$ cat src/hdl/lpr_pkg.sv
// shared types and constants of the line pixel rasterizer
package lpr_pkg;

  // fixed field widths
  localparam int CoordFieldW = 12;
  localparam int ColorW      = 24;
  localparam int FrameW      = 11;
  localparam int AddrW       = 20;

  // stream word widths
  localparam int InDataW  = 4 * CoordFieldW + ColorW;
  localparam int OutDataW = 48;

  // parameter defaults
  localparam int DefMaxWidth  = 1024;
  localparam int DefMaxHeight = 1024;
  localparam int DefCoordBits = 12;

  // reset value of the frame size registers
  localparam logic [FrameW-1:0] FrameReset = FrameW'(1024);

  // input kinds
  localparam logic KIND_START = 1'b0;
  localparam logic KIND_STEP  = 1'b1;

  // configuration register indexes
  localparam logic CFG_FRAME_WIDTH  = 1'b0;
  localparam logic CFG_FRAME_HEIGHT = 1'b1;

  typedef logic [ColorW-1:0] color_t;

endpackage

$ cat src/hdl/line_pixel_rasterizer_unit.sv
// first-octant bresenham line rasterizer with clipping and linear addressing
// a step word with a line armed shows its pixel word in the cycle after it is accepted
// throughput: one input word per cycle while the output register is empty or taken; it frees on the cycle it is taken
// start words and step words on an idle line give no output word
// reset (rst, synchronous) disarms the line, empties the output register and sets the
// frame size to 1024 by 1024; no clearing pass is needed
module line_pixel_rasterizer_unit #(
  parameter int MAX_WIDTH  = lpr_pkg::DefMaxWidth,
  parameter int MAX_HEIGHT = lpr_pkg::DefMaxHeight,
  parameter int COORD_BITS = lpr_pkg::DefCoordBits
) (
  input  logic                         clk,
  input  logic                         rst,
  // configuration write port
  input  logic                         cfg_we,
  input  logic                         cfg_index,
  input  logic [lpr_pkg::FrameW-1:0]   cfg_data,
  // input stream
  input  logic                         s_tvalid,
  output logic                         s_tready,
  // x_start[11:0], y_start[23:12], x_end[35:24], y_end[47:36], line_color[71:48]
  input  logic [lpr_pkg::InDataW-1:0]  s_tdata,
  // kind[0]
  input  logic                         s_tuser,
  // output stream
  output logic                         m_tvalid,
  input  logic                         m_tready,
  // pixel_address[19:0], pixel_color[43:20], zero[47:44]
  output logic [lpr_pkg::OutDataW-1:0] m_tdata,
  // write_enable[0]
  output logic                         m_tuser,
  // last_pixel
  output logic                         m_tlast
);
  import lpr_pkg::*;

  localparam int CB   = COORD_BITS;
  localparam int EXTW = (CB > CoordFieldW) ? CB : CoordFieldW;
  localparam int ROWW = CB + 2;
  localparam int EW   = 2 * CB + 8;
  localparam int CMPW = (ROWW > FrameW + 1) ? ROWW : FrameW + 1;
  localparam int PRDW = 2 * FrameW + 1;

  // frame size registers
  logic [FrameW-1:0] frame_width;
  logic [FrameW-1:0] frame_height;

  // line state
  logic                   line_active;
  logic signed [CB-1:0]   cur_col;
  logic signed [ROWW-1:0] cur_row;
  logic signed [CB-1:0]   stop_col;
  logic signed [EW-1:0]   error_term;
  logic signed [CB+1:0]   inc_straight;
  logic signed [CB+2:0]   inc_diagonal;
  color_t                 held_color;

  // output register
  logic [AddrW-1:0] out_addr;
  color_t           out_color;
  logic             out_we;
  logic             out_last;

  // input decode
  logic [EXTW-1:0]      xs_z, ys_z, xe_z, ye_z;
  logic signed [CB-1:0] xs, ys, xe, ye;
  logic signed [CB:0]   dx, dy;
  logic                 in_fire, is_start, is_step;

  // step datapath
  logic signed [CMPW-1:0] col_x, row_x, width_x, height_x;
  logic signed [CB:0]     col_inc;
  logic                   in_frame, last_now;
  logic [PRDW-1:0]        addr_full;

  assign s_tready = !m_tvalid || m_tready;
  assign in_fire  = s_tvalid && s_tready;
  assign is_start = in_fire && (s_tuser == KIND_START);
  assign is_step  = in_fire && (s_tuser == KIND_STEP) && line_active;

  // coordinates as COORD_BITS two's complement
  assign xs_z = EXTW'(s_tdata[CoordFieldW-1:0]);
  assign ys_z = EXTW'(s_tdata[2*CoordFieldW-1:CoordFieldW]);
  assign xe_z = EXTW'(s_tdata[3*CoordFieldW-1:2*CoordFieldW]);
  assign ye_z = EXTW'(s_tdata[4*CoordFieldW-1:3*CoordFieldW]);
  assign xs = signed'(xs_z[CB-1:0]);
  assign ys = signed'(ys_z[CB-1:0]);
  assign xe = signed'(xe_z[CB-1:0]);
  assign ye = signed'(ye_z[CB-1:0]);
  assign dx = (CB+1)'(xe) - (CB+1)'(xs);
  assign dy = (CB+1)'(ye) - (CB+1)'(ys);

  // clip test and address of the current pixel
  assign col_x    = CMPW'(cur_col);
  assign row_x    = CMPW'(cur_row);
  assign width_x  = signed'(CMPW'(frame_width));
  assign height_x = signed'(CMPW'(frame_height));
  assign in_frame = (col_x >= 0) && (col_x < width_x) && (row_x >= 0) && (row_x < height_x);
  assign col_inc  = (CB+1)'(cur_col) + (CB+1)'(1);
  assign last_now = col_inc >= (CB+1)'(stop_col);
  assign addr_full = PRDW'(row_x[FrameW-1:0]) * PRDW'(frame_width)
                   + PRDW'(col_x[FrameW-1:0]);

  // frame size registers, saturated to the parameter limits
  always_ff @(posedge clk) begin
    if (rst) begin
      frame_width  <= FrameReset;
      frame_height <= FrameReset;
    end else if (cfg_we) begin
      if (cfg_index == CFG_FRAME_WIDTH) begin
        frame_width <= (int'(cfg_data) > MAX_WIDTH) ? FrameW'(MAX_WIDTH) : cfg_data;
      end else begin
        frame_height <= (int'(cfg_data) > MAX_HEIGHT) ? FrameW'(MAX_HEIGHT) : cfg_data;
      end
    end
  end

  // line state: load on start, advance on step
  always_ff @(posedge clk) begin
    if (rst) begin
      line_active  <= 1'b0;
      cur_col      <= '0;
      cur_row      <= '0;
      stop_col     <= '0;
      error_term   <= '0;
      inc_straight <= '0;
      inc_diagonal <= '0;
      held_color   <= '0;
    end else if (is_start) begin
      line_active  <= xs < xe;
      cur_col      <= xs;
      cur_row      <= ROWW'(ys);
      stop_col     <= xe;
      inc_straight <= (CB+2)'(dy) <<< 1;
      inc_diagonal <= ((CB+3)'(dy) <<< 1) - ((CB+3)'(dx) <<< 1);
      error_term   <= EW'(((CB+3)'(dy) <<< 1) - (CB+3)'(dx));
      held_color   <= s_tdata[InDataW-1:4*CoordFieldW];
    end else if (is_step) begin
      if (!error_term[EW-1]) begin
        cur_row    <= cur_row + ROWW'(1);
        error_term <= error_term + EW'(inc_diagonal);
      end else begin
        error_term <= error_term + EW'(inc_straight);
      end
      cur_col <= col_inc[CB-1:0];
      if (last_now) begin
        line_active <= 1'b0;
      end
    end
  end

  // output valid
  always_ff @(posedge clk) begin
    if (rst) begin
      m_tvalid <= 1'b0;
    end else if (s_tready) begin
      m_tvalid <= is_step;
    end
  end

  // output payload
  always_ff @(posedge clk) begin
    if (is_step) begin
      out_addr  <= in_frame ? addr_full[AddrW-1:0] : '0;
      out_color <= held_color;
      out_we    <= in_frame;
      out_last  <= last_now;
    end
  end

  assign m_tdata = {(OutDataW-AddrW-ColorW)'(0), out_color, out_addr};
  assign m_tuser = out_we;
  assign m_tlast = out_last;

  // a step on an armed line always yields a word
  a_step_gives_word: assert property (@(posedge clk) disable iff (rst)
    is_step |=> m_tvalid)
    else $error("step on armed line gave no output word");

  // the last pixel disarms the line
  a_last_disarms: assert property (@(posedge clk) disable iff (rst)
    (is_step && last_now) |=> !line_active)
    else $error("line still armed after last pixel");

  // clipped pixels carry a zero address
  a_clip_zero_addr: assert property (@(posedge clk) disable iff (rst)
    (m_tvalid && !m_tuser) |-> (m_tdata[AddrW-1:0] == '0))
    else $error("clipped pixel with nonzero address");

  // reset empties the output register
  a_reset_empty: assert property (@(posedge clk)
    rst |=> !m_tvalid)
    else $error("output valid right after reset");

endmodule

$ cat config.mk
export PLATFORM = sky130hd
export DESIGN_NAME = line_pixel_rasterizer_unit
export DESIGN_NICKNAME = d
export VERILOG_FILES = /design/src/hdl/lpr_pkg.sv /design/src/hdl/line_pixel_rasterizer_unit.sv
export SDC_FILE = /design/constraint.sdc
export NUM_CORES = 1
export LEC_CHECK = 0
export ABC_CLOCK_PERIOD_IN_PS = 9610
export BUFFER_PORTS_ARGS = -buffer_cell sky130_fd_sc_hd__buf_2
export CAP_MARGIN = 30
export CORE_MARGIN = 2
export CORE_UTILIZATION = 55
export DETAILED_ROUTE_END_ITERATION = 6
export HOLD_SLACK_MARGIN = 0.05
export MAX_ROUTING_LAYER = met4
export PLACE_DENSITY = 0.75
export RECOVER_POWER = 100
export SLEW_MARGIN = 5
export SYNTH_ARGS = -nofsm -noshare
export SYNTH_HDL_FRONTEND = slang
export SYNTH_SLANG_ARGS = --single-unit
$ cat constraint.sdc
create_clock -name clk -period 9.61 [get_ports clk]
set_input_delay 0 -clock clk [delete_from_list [all_inputs] [get_ports clk]]
set_output_delay 0 -clock clk [all_outputs]
set_load 0.05 [all_outputs]
== After elaboration in Yosys (flattened, before gate mapping) ==
Index checks and enable logic that the tools add are counted.
Operators by class
  $add $sub $neg: 9
  $mul: 1
  magnitude comparators: 7
  equal/unequal tests: 1
  mux-type cells: 12
  bitwise logic cells: 2
  reductions and logical operators: 15
Operator list (count)
  $mux 32: 3
  $mux 14: 3
  $add 32x14->32: 1
  $add 32x15->32: 1
  $sub 12x12->13: 2
  $lt 12x12->1: 2
  $mux 12: 2
  $add 20x11->20: 1
  $mul 11x11->20: 1
  $sub 14x13->15: 1
  $sub 14x14->15: 1
  $add 14x2->14 const B: 1
  $ge 14x1->1 const B: 1
  $lt 14x12->1: 1
  $add 12x2->13 const B: 1
  $ge 13x12->1: 1
  $ge 12x1->1 const B: 1
  $gt 11x11->1 const B: 1
  $mux 11: 1
  $reduce_and 2->1: 4
  $logic_and 1x1->1: 7
  $reduce_bool 2->1: 2
  $mux 1: 3
  $ne 2x1->1 const B: 1
  other kinds (3): 4
Storage, ports and cells
  bits in registers: 192
  output and inout bits: 52

== Depth between registers and ports, before layout ==
  depth in word-level cells: 7
  gate-level depth with buffers: 21
  gate-level depth less buffers: 20

== Worst setup path before layout ==
No wires, ideal clock.
  path kind: register -> register
  start point: reg cur_row[8]
  end point: reg out_addr[18], data pin
  arrival: 5.086 ns
  data required time: 9.344 ns
  slack: 4.258 ns
  stages on the path, launching flop included: 21
  path buffers: 2
  period minus slack after synthesis: 5.352 ns
  path through: dfxtp_1 -> clkbuf_1 -> clkbuf_1 -> nand2_1 -> fa_1 -> inv_1 -> fa_1 -> fa_1 -> fa_1 -> inv_1 -> fa_1 -> inv_1 -> ha_1 -> or3_1 -> nor2_1 -> a21oi_1 -> and4_1 -> a221oi_1 -> a21oi_1 -> xnor2_1 -> nor2_1
Between the ends
  longest elaborated chain between the ends: 3
  elaborated cells between the ends (all ways): 6
RTL lines
  start, declared: RTL line line_pixel_rasterizer_unit.sv:51  | logic signed [ROWW-1:0] cur_row;
  start signal, assigned: RTL line line_pixel_rasterizer_unit.sv:132  | cur_row <= ROWW'(ys);
  start signal, assigned: RTL line line_pixel_rasterizer_unit.sv:140  | cur_row <= cur_row + ROWW'(1);
  parallel branches: the longest is 3 deep, another holds $mul 11x11->20
  end signal, assigned: RTL line line_pixel_rasterizer_unit.sv:164  | out_addr <= in_frame ? addr_full[AddrW-1:0] : '0;
  end, declared: RTL line line_pixel_rasterizer_unit.sv:59  | logic [AddrW-1:0] out_addr;
Several ways; the timed one is not identified.
A chain may end at the register's enable or synchronous reset.

== Worst setup path in the final report ==
  start point: reg cur_row[6]
  end point: reg out_addr[16], data pin
Same word-level chain as after synthesis.

==> flow_metrics.env <==
export IMPL_die_h_um=175
export IMPL_via_per_inst=5.76
export IMPL_grt_pass1_wl_um=70800
export IMPL_vias=14300
export IMPL_place_area_um2=17000
export IMPL_p_int_w=0.00160
export IMPL_syn2layout_area_growth_pct=14.6
export IMPL_critical_path_max_stage_delay_ns=0.64
export IMPL_io_buffers=137
export IMPL_grt_use_total_pct=29.7
export IMPL_min_to="m_tvalid"
export IMPL_met3_length_um=2020
export IMPL_cts_hold_buffers=85
export IMPL_yosys_area_share_xor_xnor_pct=4.51
export IMPL_h_tree_depth=4
export IMPL_ys_flop_type="dfxtp_1"
export IMPL_crit_path_top_delay_cell="dfxtp_1"
export IMPL_p_leak_nw=8.27
export IMPL_cts_max_path_buffers=2
export IMPL_finalHoldViolCount=0
export IMPL_timing_rr_end="out_addr[16]"
export IMPL_status="finished with violations"
export IMPL_reg2reg_setup_slack_ns=3.94
export IMPL_setup_viol_count_final=0
export IMPL_crit_chain="inv_1 -> nor2_1 -> fa_1 -> fa_1 -> fa_1 -> fa_1 -> inv_1 -> fa_1 -> inv_1 -> ha_1 -> or3_1 -> nor2_1 -> a21oi_1 -> and4_1 -> a221oi_1 -> nand2b_1 -> xnor2_1 -> nor2_1"
export IMPL_worstHoldPathType="primary input to register"
export IMPL_synthSimpleGateAreaFrac_pct=18.3
export IMPL_synth_area_um2=16100
export IMPL_synth_top_area_share_pct=17.9
export IMPL_powerDensity_nw_per_um2=139
export IMPL_wl_met1_um=18700
export IMPL_maxSlewHeadroom_pct=-90.0
export IMPL_wl_per_cell_um=17.6
export IMPL_yosysSeqAreaShare_pct=26.5
export IMPL_cpMostUsedCell="fa_1"
export IMPL_rsz0062_at_grt="no"
export IMPL_hpwlAfterDp_um=32000
export IMPL_cp_max_fo=12
export IMPL_yosysWarnings=0
export IMPL_fin_crit_sh_pct=59.0
export IMPL_clk_pin_slew_ns=0.09
export IMPL_share_seq_of_total_power_pct=35.9
export IMPL_cts_buffers=17
export IMPL_ctsResizeCount=0
export IMPL_crit_arrival_ns=5.84
export IMPL_end_kind="register"
export IMPL_final_util_pct=64.1
export IMPL_switchingPower_w=0.000957
export IMPL_synth_area_leader_cell="dfxtp_1"
export IMPL_post_cts_buffers=0
export IMPL_dr_pass1_iters=6
export IMPL_layout_common_cells="nand2_1 (254), inv_1 (220), ha_1 (168)"
export IMPL_grt_pass1_vias=14100
export IMPL_num_rows=62
export IMPL_cts_root_buf="clkbuf_16"
export IMPL_synth_edf_count=46
export IMPL_synth_adder_area_share_pct=24.9
export IMPL_synth_seq_cells=190
export IMPL_dr_max_layer_used="met4"
export IMPL_violations="capacitance limit, slew limit"
export IMPL_crit_path_start_kind="register"
export IMPL_ir_drop_uv=110
export IMPL_wl_met2_um=21300
export IMPL_timing_rr_start="cur_row[6]"
export IMPL_whs_ns=0.0542
export IMPL_stdcell_area_um2=18400
export IMPL_core_area_um2=28800
export IMPL_synth_area_top_cells="dfxtp_1 (18%), ha_1 (13%), fa_1 (12%)"
export IMPL_cpLargestDelayFamily="adder cells"
export IMPL_ant_nets=0
export IMPL_worst_slew_pin_slew_ns=2.85
export IMPL_synthArstFlopShare_pct=0
export IMPL_synth_cell_types=81
export IMPL_drcViolationCount=0
export IMPL_diodes=0
export IMPL_min_delay_start="rst"
export IMPL_numClockSinks=190
export IMPL_layout_drive_gt1_share_pct=7.41
export IMPL_synth_area_per_cell_um2=8.38
export IMPL_n_fill_cell=2440
export IMPL_initialDrtViolationCount=1036
export IMPL_clock_fmax_mhz=177
export IMPL_maxCapViolCount=4
export IMPL_power_frac_clock_pct=29.6
export IMPL_synth_cells=1921
export IMPL_grt_max_degree=95
export IMPL_cts_tree="done"
export IMPL_die_x_um=175
export IMPL_criticalPathCategory="register to register"
export IMPL_path_buf_inv=3
export IMPL_finalPower_w=0.00256
export IMPL_dieArea_um2=30700
export IMPL_initial_core_util_pct=56.0
export IMPL_ios=142
export IMPL_swShare_pct=37.4
export IMPL_nNetsFinal=2445
export IMPL_synth_top_family_by_area="adder cells"
export IMPL_wirelength_um=43900
export IMPL_fin_setup_tns_ns=0
export IMPL_final_common_cell="nand2_1"
export IMPL_grt_overflow_total=0
export IMPL_period_minus_slack_ns=5.67
export IMPL_clock_skew_final_ns=0.0143
export IMPL_final_max_slew_viol_count=179
export IMPL_hold_depth=2
export IMPL_place_congestion=0.914
export IMPL_p_comb_share_pct=34.4
export IMPL_synth_compound_area_share_pct=17.6
export IMPL_reg2reg_depth=18
export IMPL_synth_area_mux_share_pct=1.02
export IMPL_clock_latency_ns=0.45
export IMPL_antenna_found_initial=0
export IMPL_crit_required_ns=9.78
==> power by group through the flow <==
stage / registers [W] / clock network [W] / logic [W]
global placement: 0.000937 / 0 / 0.000814
floorplan: 0.000918 / 0 / 0.000653
detailed placement: 0.000939 / 0 / 0.000832
finish: 0.000919 / 0.000758 / 0.000881
global route: 0.000926 / 0.000796 / 0.000979
CTS: 0.000921 / 0.000766 / 0.000867
==> routing by layer <==
layer / global-route usage (%) / up-vias
li1: - / 6882
met1: 36.7 / 6842
met2: 49.4 / 476
met3: 3.42 / 136
met4: 12.3 / 0
met5: - / -
==> Yosys cell counts (42+ instances only) <==
master and instances:
o21ai_0 60, nor2_1 150, a21o_1 42, dfxtp_1 144
xnor2_1 52, edfxtp_1 46, clkbuf_1 72, ha_1 168
a21oi_1 163, fa_1 95, nand2_1 254, inv_1 220
==> sequential cells by signal, indices dropped and copies added (netlist names) <==
register / cells
frame_width: 11
held_color: 24
m_tvalid: 1
cur_row: 14
line_active: 1
inc_straight: 13
m_tuser: 1
error_term: 31
cur_col: 12
frame_height: 11
m_tlast: 1
out_color: 24
out_addr: 20
inc_diagonal: 14
stop_col: 12
==> cell families after synthesis <==
logic type / count (synthesis)
AO/OA/AOI/OAI: 430
other: 1
flip-flops: 190
AND/OR/NAND/NOR: 635
buffers and inverters: 304
XOR/XNOR: 83
multiplexers: 15
adder cells (fa/ha/maj): 263
==> worst reg2reg max path, delay by kind of cell, from the launching register on <==
| kind | cells | cell delay [ns] |
|---|---|---|
| compound gates | 2 | 0.39 |
| buf+inv | 3 | 0.35 |
| flops | 1 | 0.64 |
| simple gates | 6 | 1.08 |
| fa+ha+maj | 6 | 2.75 |
| xor+xnor | 1 | 0.17 |
==> how the worst max path moves through the flow <==
stage	from	to	slack, ns	cells after the start
CTS	cur_row[1]	out_addr[16]	3.96	18
floorplan	cur_row[8]	out_addr[18]	4.26	20
global route	cur_row[1]	out_addr[18]	3.63	18
global placement	cur_row[1]	out_addr[18]	4.05	18
finish	cur_row[6]	out_addr[16]	3.94	18
detailed placement	cur_row[1]	out_addr[16]	3.97	18
==> final cells by class <==
type	instances	area [um^2]	area share, %
inverters	220	826	4.48
flip-flops and latches	190	4260	23.1
multi-input cells	1430	10700	57.9
well taps	384	480	2.60
repair buffers	233	1560	8.44
clock inverters	15	209	1.13
clock buffers	17	425	2.31
==> stage by stage <==
step           cells  setup slack, ns
6_report        2489             3.94
4_1_cts         2486             3.96
3_5_place_dp    2369             3.97
5_1_grt         2489             3.63
3_3_place_gp    2369             4.05
2_1_floorplan   1924             4.26
Power figures use the tool's default switching activity.
